File: config.mk
export PLATFORM = sky130hd
export DESIGN_NAME = fms_butterfly
export DESIGN_NICKNAME = d
export VERILOG_FILES = /design/src/rtl/core/fft_magnitude_spectrum_defines.svh /design/src/rtl/core/fms_pkg.sv /design/src/rtl/core/fms_butterfly.sv
export SDC_FILE = /design/constraint.sdc
export NUM_CORES = 2
export LEC_CHECK = 0
export BUFFER_PORTS_ARGS = -buffer_cell sky130_fd_sc_hd__clkbuf_2
export CORE_UTILIZATION = 30
export DETAILED_ROUTE_END_ITERATION = 10
export GPL_TIMING_DRIVEN = 0
export PLACE_DENSITY_LB_ADDON = 0.3
export SLEW_MARGIN = 0
export SYNTH_ARGS = -nofsm -noshare
export SYNTH_HDL_FRONTEND = slang
export SYNTH_SLANG_ARGS = --single-unit
File: constraint.sdc
create_clock -name clk -period 9.72 [get_ports clk]
set_input_delay 1.458 -clock clk [delete_from_list [all_inputs] [get_ports clk]]
set_output_delay 1.458 -clock clk [all_outputs]
set_load 0.02 [all_outputs]
File: src/rtl/core/fft_magnitude_spectrum_defines.svh
// ----------------------------------------------------------------------------
// FFT magnitude spectrum assertion macros
// Shared property templates for the checks in the spectrum core.
// ----------------------------------------------------------------------------
`ifndef FFT_MAGNITUDE_SPECTRUM_DEFINES_SVH
`define FFT_MAGNITUDE_SPECTRUM_DEFINES_SVH

// The consequent must hold in the same cycle as the antecedent.
`define FMS_ASSERT_IMP(label, clk, rst_n, ante, cons, msg) \
    label: assert property (@(posedge clk) disable iff (!rst_n) (ante) |-> (cons)) \
        else $error(msg);

// The consequent must hold in the cycle after the antecedent.
`define FMS_ASSERT_NXT(label, clk, rst_n, ante, cons, msg) \
    label: assert property (@(posedge clk) disable iff (!rst_n) (ante) |=> (cons)) \
        else $error(msg);

`endif

File: src/rtl/core/fms_pkg.sv
// ----------------------------------------------------------------------------
// FFT magnitude spectrum package
// Word types, sizes, register indexes and the twiddle sine table.
// ----------------------------------------------------------------------------
package fms_pkg;

    localparam int WORD_W     = 24;
    localparam int TW_W       = 16;
    localparam int LMAX       = 6;
    localparam int MAX_POINTS = 64;
    localparam int QUARTER    = MAX_POINTS / 4;
    localparam int ADDR_W     = 6;
    localparam int MAG_W      = 15;
    localparam int SQ_W       = 48;
    localparam int CFG_IDX_W  = 2;
    localparam int CFG_DATA_W = 7;

    localparam logic [MAG_W-1:0]     MAG_LIMIT       = 15'h7FFF;
    localparam logic [CFG_IDX_W-1:0] REG_LOG2_LENGTH = 2'd0;
    localparam logic [CFG_IDX_W-1:0] REG_BINS_OUT    = 2'd1;

    typedef logic signed [WORD_W-1:0] word_t;
    typedef logic signed [TW_W-1:0]   twid_t;

    typedef struct packed {
        word_t im;
        word_t re;
    } cword_t;

    // Quarter wave of sin(2*pi*i/64) in Q1.15, rounded, top entry saturated.
    function automatic twid_t sine_quarter(input logic [4:0] idx);
        twid_t v;
        case (idx)
            5'd0:    v = 16'sd0;
            5'd1:    v = 16'sd3212;
            5'd2:    v = 16'sd6393;
            5'd3:    v = 16'sd9512;
            5'd4:    v = 16'sd12540;
            5'd5:    v = 16'sd15447;
            5'd6:    v = 16'sd18205;
            5'd7:    v = 16'sd20788;
            5'd8:    v = 16'sd23170;
            5'd9:    v = 16'sd25330;
            5'd10:   v = 16'sd27246;
            5'd11:   v = 16'sd28899;
            5'd12:   v = 16'sd30274;
            5'd13:   v = 16'sd31357;
            5'd14:   v = 16'sd32138;
            5'd15:   v = 16'sd32610;
            5'd16:   v = 16'sd32767;
            default: v = 16'sd0;
        endcase
        return v;
    endfunction

    function automatic twid_t sine_at(input logic [ADDR_W-1:0] idx);
        logic [4:0] k;
        twid_t      v;
        k = idx[4:0];
        if (k > 5'd16)
        begin
            k = 5'd0 - k;
        end
        v = sine_quarter(k);
        return idx[ADDR_W-1] ? -v : v;
    endfunction

    function automatic word_t sat_word(input logic signed [WORD_W+2:0] v);
        word_t r;
        if (v > 27'sd8388607)
        begin
            r = 24'sh7FFFFF;
        end
        else if (v < -27'sd8388608)
        begin
            r = -24'sd8388608;
        end
        else
        begin
            r = WORD_W'(v);
        end
        return r;
    endfunction

endpackage

File: src/rtl/core/fms_butterfly.sv
// ----------------------------------------------------------------------------
// FFT butterfly unit
// Forms a+b and (a-b)*W with one shared multiplier over six steps.
// ----------------------------------------------------------------------------
module fms_butterfly
(
    input  logic            clk,
    input  logic            rst_n,
    input  logic            start,
    input  fms_pkg::cword_t in_a,
    input  fms_pkg::cword_t in_b,
    input  fms_pkg::twid_t  tw_re,
    input  fms_pkg::twid_t  tw_im,
    output logic            done,
    output fms_pkg::cword_t even,
    output fms_pkg::cword_t odd
);
    import fms_pkg::*;

    typedef enum logic [7:0] {
        BF_IDLE = 8'b0000_0001,
        BF_M0   = 8'b0000_0010,
        BF_M1   = 8'b0000_0100,
        BF_M2   = 8'b0000_1000,
        BF_M3   = 8'b0001_0000,
        BF_M4   = 8'b0010_0000,
        BF_M5   = 8'b0100_0000,
        BF_DONE = 8'b1000_0000
    } bf_state_t;

    bf_state_t                     state_reg, state_next;
    cword_t                        even_reg;
    word_t                         odd_re_reg, odd_im_reg;
    word_t                         dr_reg, di_reg;
    twid_t                         wr_reg, wi_reg;
    logic signed [WORD_W+TW_W-1:0] prod_reg;
    logic signed [WORD_W+TW_W:0]   acc_reg;
    word_t                         mul_x;
    twid_t                         mul_w;
    logic signed [WORD_W+TW_W-1:0] prod;
    logic signed [WORD_W+TW_W+1:0] rsum;
    word_t                         rounded;

    always_comb
    begin
        state_next = state_reg;
        unique case (state_reg)
            BF_IDLE: if (start) state_next = BF_M0;
            BF_M0:   state_next = BF_M1;
            BF_M1:   state_next = BF_M2;
            BF_M2:   state_next = BF_M3;
            BF_M3:   state_next = BF_M4;
            BF_M4:   state_next = BF_M5;
            BF_M5:   state_next = BF_DONE;
            BF_DONE: state_next = BF_IDLE;
            default: state_next = BF_IDLE;
        endcase
    end

    always_comb
    begin
        mul_x = dr_reg;
        mul_w = wr_reg;
        case (state_reg)
            BF_M1:   begin mul_x = di_reg; mul_w = wi_reg; end
            BF_M2:   begin mul_x = dr_reg; mul_w = wi_reg; end
            BF_M3:   begin mul_x = di_reg; mul_w = wr_reg; end
            default: begin mul_x = dr_reg; mul_w = wr_reg; end
        endcase
        prod    = mul_x * mul_w;
        rsum    = (WORD_W+TW_W+2)'(acc_reg) + (WORD_W+TW_W+2)'(1 << (TW_W - 2));
        rounded = sat_word((WORD_W+3)'(rsum >>> (TW_W - 1)));
    end

    always_ff @(posedge clk or negedge rst_n)
    begin
        if (!rst_n)
        begin
            state_reg <= BF_IDLE;
        end
        else
        begin
            state_reg <= state_next;
        end
    end

    always_ff @(posedge clk)
    begin
        case (state_reg)
            BF_IDLE:
            begin
                if (start)
                begin
                    even_reg.re <= sat_word((WORD_W+3)'(in_a.re) + (WORD_W+3)'(in_b.re));
                    even_reg.im <= sat_word((WORD_W+3)'(in_a.im) + (WORD_W+3)'(in_b.im));
                    dr_reg      <= sat_word((WORD_W+3)'(in_a.re) - (WORD_W+3)'(in_b.re));
                    di_reg      <= sat_word((WORD_W+3)'(in_a.im) - (WORD_W+3)'(in_b.im));
                    wr_reg      <= tw_re;
                    wi_reg      <= tw_im;
                end
            end
            BF_M0:
            begin
                prod_reg <= prod;
            end
            BF_M1:
            begin
                acc_reg  <= (WORD_W+TW_W+1)'(prod_reg);
                prod_reg <= prod;
            end
            BF_M2:
            begin
                acc_reg  <= acc_reg - (WORD_W+TW_W+1)'(prod_reg);
                prod_reg <= prod;
            end
            BF_M3:
            begin
                odd_re_reg <= rounded;
                acc_reg    <= (WORD_W+TW_W+1)'(prod_reg);
                prod_reg   <= prod;
            end
            BF_M4:
            begin
                acc_reg <= acc_reg + (WORD_W+TW_W+1)'(prod_reg);
            end
            BF_M5:
            begin
                odd_im_reg <= rounded;
            end
            default:
            begin
            end
        endcase
    end

    assign done   = (state_reg == BF_DONE);
    assign even   = even_reg;
    assign odd.re = odd_re_reg;
    assign odd.im = odd_im_reg;

endmodule

==> results.ini <==
[logic_synthesis]
syn_avg_cell_area_um2=9.485
postSynth.asyncResetShare=0.03019
netlist_top_cells_area=edfxtp_1, fa_1, ha_1
synthFlopType=edfxtp_1
syn-num-nets=4075
ys_warn_count=0
synth_edf_count=257
synth_seq_area_share=0.2508
synth.distinct_cells=86
ys_ff_latch=265
synth_cells=3329
synthDominantCellAreaShare=0.2444
synthesis.area_um2=31580
synth_area_leader_cell=edfxtp_1

[sta]
relSlewSlack=0.2069
min_period_ns=9.259
worst_pin_slew_ns=1.157
setup_viol=0
drv_slew=0
finClkSkew_ns=0.03852
finalHoldViolCount=0
max_freq_mhz=108.0
min_period_over_period=0.9526
rsz0062_at_grt=no

[grt]
grt_util_all_layers=0.1639
antenna_found_initial=10
grt_max_degree=41
grt-ovfl-total=0
grt_pass1_vias=24800
grt_pass1_wl_um=137300

[final_layout]
syn_to_final_growth_pct=14.86
drive_gt1_frac=0.1306
nNetsFinal=4355
antenna_cells=0
nFillCells=10810
finalCoreUtilization=0.3489
largest_reg_flops=48
finish.instance_area_um2=36270
final_cell_count_no_fill=5017
final_common_cell=inv_1
final_cell_mix=inv_1, fa_1, nand2_1

[worst_setup_path]
worst_setup_path_start_kind=flip-flop
crit_required_ns=10.06
crit_fanout=10
reg2reg_slack_ns=0.46
arrival_ns=9.60
r2r-start=state_reg[1]
reg2reg_depth=27
cp-end-kind=flip-flop
crit_type=flip-flop to flip-flop
r2r_end=prod_reg[38]

[drt]
via_per_inst=4.756
drcViolationCount=0
drt-total-wl_um=86590
drtPass1Iterations=5
ant_nets=0
via_count=23860
drtIter0Drc=1252
routedWlPerCell_um=17.26

[floorplanning]
core_um2=103900
fp.dieH_um=326.4
num_rows=118
die_width_um=326.4
io-pin-count=228
die-area_um2=106600
start_util=0.3038

[clocking]
htreeDepth=2
clk_pin_slew_ns=0.06
insertion_delay_ns=0.58
cts_inserted_buffers=37
cts_tree=yes
cts-root-buf=clkbuf_16
cts.sinks=265
clock_path_buffers=3
cts-hold-fix-buffers=0

[placement]
post_dp_cell_area_um2=34620
placed_cells=4944
hpwl_um=72500
gp_congestion=0.9353
place.port_buffers=227

[worst_hold_path]
hp-class=flip-flop to flip-flop
whs_path_depth=1
worstHoldStart=state_reg[6]
min_to=state_reg[3]

[job]
max_cap_violations=0

[status]
status=complete, no violations

-- synthesized netlist by cell type, types with 19 or more instances --
cell type,number
ha_1,236
a21oi_1,156
clkbuf_1,70
edfxtp_1,257
mux2i_1,39
nand2_1,338
nor3_1,35
nor2_1,307
fa_1,379
o21bai_1,26
o21ai_0,175
a211oi_1,22
nand2b_1,36
mux2_2,42
inv_1,563
o21ai_2,19
o31ai_1,19
buf_2,23
a21o_1,41
o21a_1,20
xor2_1,76
nand3_1,32
xnor2_1,143
-- kinds of logic after synthesis --
| group | Yosys count | synth area share |
|---|---|---|
| fa+ha+maj | 625 | 0.3370 |
| flops | 265 | 0.2508 |
| mux | 81 | 0.02734 |
| xor+xnor | 220 | 0.06126 |
| simple gates | 877 | 0.1229 |
| compound gates | 591 | 0.1182 |
| buf+inv | 670 | 0.08262 |
-- layout make-up --
cell class | instances | area, um2 | share of cell area
inverters | 566 | 2125 | 0.05858
flip-flops and latches | 265 | 7919 | 0.2183
plain buffers | 101 | 510.5 | 0.01408
well taps | 1380 | 1727 | 0.04761
multi-input cells | 2394 | 21310 | 0.5875
clock inverters | 23 | 350.3 | 0.009660
clock buffers | 44 | 962.2 | 0.02653
repair buffers | 244 | 1366 | 0.03767
-- routing by layer --
layer	track usage	wire length, um	vias up
li1	-	-	11510
met2	0.2712	39860	686
met5	0	135	-
met1	0.2157	38310	11520
met4	0.04388	2027	20
met3	0.03540	6261	132
-- metrics by stage --
step	hold slack, ns	setup TNS, ns	setup WS [ns]
6_report	0.4974	0	0.4606
3_5_place_dp	0.4939	-10.94	-1.266
5_1_grt	0.5123	0	0.01109
3_3_place_gp	0.4677	-114.71	-2.334
2_1_floorplan	0.4454	0	0.2887
4_1_cts	0.4978	-0.008102	-0.008102
-- worst max-delay path by stage --
stage,to,startpoint,cells after the start,slack [ns]
finish,prod_reg[38],state_reg[1],27,0.46
global route,prod_reg[39],state_reg[1],31,0.01
CTS,prod_reg[39],state_reg[1],30,-0.008
detailed placement,prod_reg[39],state_reg[1],31,-1.27
global placement,prod_reg[39],state_reg[1],31,-2.33
floorplan,prod_reg[39],state_reg[1],31,0.29
-- critical path: stages (launching register included) --
cell and delay, ns:
dfrtp_1 0.41, nor4_2 0.39, nand2_1 0.18, nor3b_2 0.27, nand2b_1 0.24, buf_6 0.25, mux2i_4 0.58, clkbuf_1 0.56
nor2_1 0.15, fa_1 0.51, fa_1 0.52, fa_1 0.58, fa_1 0.53, fa_1 0.54, inv_1 0.05, fa_1 0.52
inv_1 0.04, ha_1 0.36, nand3_1 0.21, nor4_1 0.46, o221a_2 0.33, o21ai_0 0.10, nand2_1 0.18, a41o_1 0.22
o41a_1 0.17, a21oi_1 0.12, o21ai_0 0.22, xor2_1 0.32
-- timing repair --
action,CTS,global route
endpoints found under the setup margin,21,7
pin swaps,1,0
resized for setup,50,14
buffers inserted,7,2
Power is left out: the tool's default activity adds up to more than one toggle a clock period on the data nets, which glitch-free logic cannot reach.
