===== config.mk =====
export PLATFORM = sky130hd
export DESIGN_NAME = fms_magnitude
export DESIGN_NICKNAME = d
export VERILOG_FILES = /design/src/rtl/core/fft_magnitude_spectrum_defines.svh /design/src/rtl/core/fms_pkg.sv /design/src/rtl/core/fms_magnitude.sv
export SDC_FILE = /design/constraint.sdc
export NUM_CORES = 2
export LEC_CHECK = 0
export BUFFER_PORTS_ARGS = -buffer_cell sky130_fd_sc_hd__buf_4
export CAP_MARGIN = 20
export CORE_MARGIN = 1.5
export CORE_UTILIZATION = 63
export CTS_BUF_LIST = sky130_fd_sc_hd__clkbuf_4
export DETAILED_ROUTE_END_ITERATION = 12
export GPL_ROUTABILITY_DRIVEN = 1
export PLACE_DENSITY = 0.89
export SETUP_SLACK_MARGIN = 0.3
export SKIP_CTS_REPAIR_TIMING = 1
export SLEW_MARGIN = 20
export SYNTH_ARGS = -nofsm -noshare
export SYNTH_HDL_FRONTEND = slang
export SYNTH_SLANG_ARGS = --single-unit

===== constraint.sdc =====
create_clock -name clk -period 17.3 [get_ports clk]
set_input_delay 3.46 -clock clk [delete_from_list [all_inputs] [get_ports clk]]
set_output_delay 3.46 -clock clk [all_outputs]
set_load 0.02 [all_outputs]

===== src/rtl/core/fft_magnitude_spectrum_defines.svh =====
// ----------------------------------------------------------------------------
// FFT magnitude spectrum assertion macros
// Shared property templates for the checks in the spectrum core.
// ----------------------------------------------------------------------------
`ifndef FFT_MAGNITUDE_SPECTRUM_DEFINES_SVH
`define FFT_MAGNITUDE_SPECTRUM_DEFINES_SVH

// The consequent must hold in the same cycle as the antecedent.
`define FMS_ASSERT_IMP(label, clk, rst_n, ante, cons, msg) \
    label: assert property (@(posedge clk) disable iff (!rst_n) (ante) |-> (cons)) \
        else $error(msg);

// The consequent must hold in the cycle after the antecedent.
`define FMS_ASSERT_NXT(label, clk, rst_n, ante, cons, msg) \
    label: assert property (@(posedge clk) disable iff (!rst_n) (ante) |=> (cons)) \
        else $error(msg);

`endif


===== src/rtl/core/fms_pkg.sv =====
// ----------------------------------------------------------------------------
// FFT magnitude spectrum package
// Word types, sizes, register indexes and the twiddle sine table.
// ----------------------------------------------------------------------------
package fms_pkg;

    localparam int WORD_W     = 24;
    localparam int TW_W       = 16;
    localparam int LMAX       = 6;
    localparam int MAX_POINTS = 64;
    localparam int QUARTER    = MAX_POINTS / 4;
    localparam int ADDR_W     = 6;
    localparam int MAG_W      = 15;
    localparam int SQ_W       = 48;
    localparam int CFG_IDX_W  = 2;
    localparam int CFG_DATA_W = 7;

    localparam logic [MAG_W-1:0]     MAG_LIMIT       = 15'h7FFF;
    localparam logic [CFG_IDX_W-1:0] REG_LOG2_LENGTH = 2'd0;
    localparam logic [CFG_IDX_W-1:0] REG_BINS_OUT    = 2'd1;

    typedef logic signed [WORD_W-1:0] word_t;
    typedef logic signed [TW_W-1:0]   twid_t;

    typedef struct packed {
        word_t im;
        word_t re;
    } cword_t;

    // Quarter wave of sin(2*pi*i/64) in Q1.15, rounded, top entry saturated.
    function automatic twid_t sine_quarter(input logic [4:0] idx);
        twid_t v;
        case (idx)
            5'd0:    v = 16'sd0;
            5'd1:    v = 16'sd3212;
            5'd2:    v = 16'sd6393;
            5'd3:    v = 16'sd9512;
            5'd4:    v = 16'sd12540;
            5'd5:    v = 16'sd15447;
            5'd6:    v = 16'sd18205;
            5'd7:    v = 16'sd20788;
            5'd8:    v = 16'sd23170;
            5'd9:    v = 16'sd25330;
            5'd10:   v = 16'sd27246;
            5'd11:   v = 16'sd28899;
            5'd12:   v = 16'sd30274;
            5'd13:   v = 16'sd31357;
            5'd14:   v = 16'sd32138;
            5'd15:   v = 16'sd32610;
            5'd16:   v = 16'sd32767;
            default: v = 16'sd0;
        endcase
        return v;
    endfunction

    function automatic twid_t sine_at(input logic [ADDR_W-1:0] idx);
        logic [4:0] k;
        twid_t      v;
        k = idx[4:0];
        if (k > 5'd16)
        begin
            k = 5'd0 - k;
        end
        v = sine_quarter(k);
        return idx[ADDR_W-1] ? -v : v;
    endfunction

    function automatic word_t sat_word(input logic signed [WORD_W+2:0] v);
        word_t r;
        if (v > 27'sd8388607)
        begin
            r = 24'sh7FFFFF;
        end
        else if (v < -27'sd8388608)
        begin
            r = -24'sd8388608;
        end
        else
        begin
            r = WORD_W'(v);
        end
        return r;
    endfunction

endpackage


===== src/rtl/core/fms_magnitude.sv =====
// ----------------------------------------------------------------------------
// FFT bin magnitude unit
// Squares and sums one bin with a shared multiplier, then takes the floor
// square root two radicand bits per cycle and saturates it.
// ----------------------------------------------------------------------------
module fms_magnitude
(
    input  logic                     clk,
    input  logic                     rst_n,
    input  logic                     start,
    input  fms_pkg::cword_t          bin,
    output logic                     done,
    output logic [fms_pkg::MAG_W-1:0] magnitude
);
    import fms_pkg::*;

    typedef enum logic [5:0] {
        SQ_IDLE = 6'b00_0001,
        SQ_RE   = 6'b00_0010,
        SQ_IM   = 6'b00_0100,
        SQ_SUM  = 6'b00_1000,
        SQ_ITER = 6'b01_0000,
        SQ_DONE = 6'b10_0000
    } sq_state_t;

    localparam int ITER_N = SQ_W / 2;

    sq_state_t                  state_reg, state_next;
    word_t                      re_reg, im_reg;
    logic signed [SQ_W-1:0]     prod_reg;
    logic [SQ_W-1:0]            acc_reg;
    logic [SQ_W-1:0]            x_reg;
    logic [SQ_W-1:0]            r_reg;
    logic [SQ_W-1:0]            bit_reg;
    logic [$clog2(ITER_N)-1:0]  cnt_reg;
    word_t                      mul_x;
    logic signed [SQ_W-1:0]     prod;
    logic [SQ_W-1:0]            trial;

    always_comb
    begin
        mul_x = (state_reg == SQ_IM) ? im_reg : re_reg;
        prod  = mul_x * mul_x;
        trial = r_reg + bit_reg;
    end

    always_comb
    begin
        state_next = state_reg;
        unique case (state_reg)
            SQ_IDLE: if (start) state_next = SQ_RE;
            SQ_RE:   state_next = SQ_IM;
            SQ_IM:   state_next = SQ_SUM;
            SQ_SUM:  state_next = SQ_ITER;
            SQ_ITER:
            begin
                if (cnt_reg == ($clog2(ITER_N))'(ITER_N - 1))
                begin
                    state_next = SQ_DONE;
                end
            end
            SQ_DONE: if (start) state_next = SQ_RE;
            default: state_next = SQ_IDLE;
        endcase
    end

    always_ff @(posedge clk or negedge rst_n)
    begin
        if (!rst_n)
        begin
            state_reg <= SQ_IDLE;
        end
        else
        begin
            state_reg <= state_next;
        end
    end

    always_ff @(posedge clk)
    begin
        case (state_reg)
            SQ_RE:
            begin
                prod_reg <= prod;
            end
            SQ_IM:
            begin
                acc_reg  <= $unsigned(prod_reg);
                prod_reg <= prod;
            end
            SQ_SUM:
            begin
                x_reg   <= acc_reg + $unsigned(prod_reg);
                r_reg   <= '0;
                bit_reg <= SQ_W'(1) << (SQ_W - 2);
                cnt_reg <= '0;
            end
            SQ_ITER:
            begin
                if (x_reg >= trial)
                begin
                    x_reg <= x_reg - trial;
                    r_reg <= (r_reg >> 1) + bit_reg;
                end
                else
                begin
                    r_reg <= r_reg >> 1;
                end
                bit_reg <= bit_reg >> 2;
                cnt_reg <= cnt_reg + 1'b1;
            end
            default:
            begin
            end
        endcase
        if (start && (state_reg == SQ_IDLE || state_reg == SQ_DONE))
        begin
            re_reg <= bin.re;
            im_reg <= bin.im;
        end
    end

    assign done      = (state_reg == SQ_DONE);
    assign magnitude = (r_reg > SQ_W'(MAG_LIMIT)) ? MAG_LIMIT : r_reg[MAG_W-1:0];

endmodule


==> summary.md <==
| Metric | Value |
|---|---|
| Status | `completed` |
| Initial Util | `0.6409` |
| Post-synthesis mux area share | `0.004690` |
| Worst R2R End | `prod_reg[44]` |
| Initial antenna violation count | `2` |
| Routed WL per cell | `19.73 um` |
| Clk Latency, worst-skew pair | `0.83 ns` |
| Max Fclk | `94.99 MHz` |
| Die height | `approximately 240 um` |
| R2R setup slack | `between 6 and 7 ns` |
| First-pass GRT wire length | `145,800 um` |
| Top cell type's share of synthesized area | `0.3062` |
| Post-Synthesis Cell Area | `36,280 um^2` |
| Largest net degree at the start of global routing | `79` |
| Synthesized area per cell | `9.795 um^2` |
| Worst setup path category | `register to register` |
| GR Overflow Total | `0` |
| Worst EP required | `17.80 ns` |
| Clock-pin transition on the worst setup and hold timing paths | `0.07 ns` |
| DRT antenna net count | `0` |
| Hold EP | `acc_reg[3]` |
| Worst Hold Depth | `0` |
| Min-Delay Path Class | `register to register` |
| DRT iter0 DRCs | `2,571` |
| RR Startpoint | `state_reg[1]` |
| Vias | `27,430` |
| CTS tree | `built` |
| Hold Vio Cnt, Final | `0` |
| Clk root buf | `clkbuf_4` |
| Slew HR | `0.1660` |
| Final setup viols | `0` |
| Adder-cell share of the synthesized area | `0.4045` |
| Vias per inst | `5.984` |
| Startpoint Class | `register` |
| Storage element area | `8169 um^2` |
| Clock Sinks | `273` |
| Synth Flop Type | `edfxtp_1` |
| Synth top area cells | `fa_1 (31%), edfxtp_1 (22%), ha_1 (9.8%)` |
| Share of post-route cells with drive strength above 1 | `0.07119` |
| H-tree lvl count | `3` |
| Synth warn | `0` |
| Number of synthesized register bits | `273` |
| Die area | `59,030 um^2` |
| Fin nets | `4,664` |
| Most Frequent Cell on Critical Path | `fa_1` |
| Crit. End Element | `register` |
| Most frequent cells after synthesis | `inv_1 (710), fa_1 (555), nand2_1 (394)` |
| Die X | `~240 um` |
| Sequential fraction of the synthesis area | `0.2252` |
| Post-synthesis cell count | `3,704` |
| Row count | `87` |
| RSZ-0062 raised after global routing | `false` |
| WP data arrival | `11.03 ns` |
| Gr usage total | `0.3129` |
| Post-synth ARST share | `0.02198` |
| Maxcap violations | `0` |
| Simple-Gate Fraction of Synth Area | `0.1116` |
| Routability congestion estimate | `1.013` |
| Final worst path period need | `10.53 ns` |
| CTS buffer count | `74` |
| Initial DRT Pass Iterations | `6` |
| Multi-input gate area | `roughly 25,000 um^2` |
| CTS Buffer Depth | `3` |
| Post-DP HPWL | `71,250 um` |
| Most repeated cell in the gate-level netlist after synthesis | `inv_1` |
| Core Region | `56,600 um^2` |
| PortBufs | `66` |
| Slew Viols, Final | `0` |
| Area leader, netlist | `fa_1` |
| CP max-delay cell | `fa_1` |
| DRC viols | `0` |
| Hold path start | `prod_reg[3]` |
| Number of synthesized flops with an enable pin | `267` |
| Vias in the first global route | `28,940` |
| Reg2Reg Depth | `28` |
| Synth-to-Final Area Change | `6.066%` |
| WL final | `about 90,000 um` |
| Worst Tran Pin Value | `1.216 ns` |
| Final Skew | `between 0.07 and 0.08 ns` |
| Setup_tns | `0 ns` |
| Post-Synthesis Net Count | `around 4,600` |
| Compound-gate portion of the synthesized area | `0.1132` |
| # IOs | `67` |
| Post-synth cell types | `100` |
| Final-layout fill cell count | `approximately 4,000` |
| Fin crit share | `0.6085` |
| Largest family of logic cells by synthesized area | `adder cells` |
| Crit Path Max Fanout | `58` |
| Max stage delay on crit path | `0.84 ns` |
| Xor/xnor share of the synthesized area | `0.05528` |
==> critical path, delay by kind of cell, from the launching register on <==
family,cells,cell delay [ns]
adders and majority gates,8,4.62
buffers and inverters,6,1.89
and+or+nand+nor,7,1.88
AOI/OAI and AO/OA,6,1.21
DFF,1,0.43
xor gates and xnor gates,1,0.10
==> worst max-delay path by stage <==
stage / from / end / slack, ns
final: state_reg[1] / prod_reg[44] / 6.77
after global routing: state_reg[1] / prod_reg[45] / 6.39
after CTS: state_reg[1] / prod_reg[44] / 6.95
after detailed placement: state_reg[1] / prod_reg[44] / 7.08
after global placement: state_reg[1] / prod_reg[44] / 7.73
after floorplan: state_reg[1] / prod_reg[45] / 7.91
==> metrics by stage <==
| stage | instances | worst slack [ns] | area [um^2] | hold slack, ns | utilization |
|---|---|---|---|---|---|
| floorplan | 3704 | 7.906 | 36280 | 0.4334 | - |
| global placement | 4453 | 7.734 | 37510 | 0.4499 | 0.6626 |
| detailed placement | 4453 | 7.082 | 37510 | 0.4484 | 0.6626 |
| CTS | 4577 | 6.952 | 38450 | 0.4463 | 0.6794 |
| global route | 4583 | 6.386 | 38480 | 0.4672 | 0.6798 |
| finish | 4584 | 6.773 | 38480 | 0.4488 | 0.6798 |
==> cell families after synthesis <==
family / after synthesis
AOI/OAI and AO/OA: 618
and+or+nand+nor: 914
adders and majority gates: 840
DFF: 273
xor gates and xnor gates: 229
buffers and inverters: 813
muxes: 17
==> cells in the final DEF (no fill, tap or decap), types with 90 or more instances in the layout <==
cell | netlist | routed
a21oi_1 | 174 | 174
buf_4 | 3 | 90
clkbuf_4 | 0 | 106
edfxtp_1 | 267 | 267
fa_1 | 555 | 555
ha_1 | 285 | 285
inv_1 | 710 | 708
nand2_1 | 394 | 392
nor2_1 | 279 | 279
o21ai_0 | 113 | 113
xnor2_1 | 113 | 113
xor2_1 | 116 | 116
==> metal layers <==
metal,up-vias,part of all wire,track usage
li1,12240,-,-
met1,13190,0.36,0.3748
met2,1586,0.48,0.5203
met3,413,0.097,0.06712
met4,0,0.065,0.1880
met5,-,0,0
==> layout make-up <==
| cell class | count | area share |
|---|---|---|
| Antenna cell | 7 | 0.0004552 |
| Sequential cell | 273 | 0.2123 |
| Clock buffer | 106 | 0.02068 |
| Multi-Input combinational cell | 2618 | 0.6506 |
| Tap cell | 756 | 0.02458 |
| Inverter | 716 | 0.06984 |
| Timing Repair Buffer | 90 | 0.01756 |
| Clock inverter | 18 | 0.003967 |
Power is left out: the tool's default activity adds up to more than one toggle a clock period on the data nets, which glitch-free logic cannot reach.
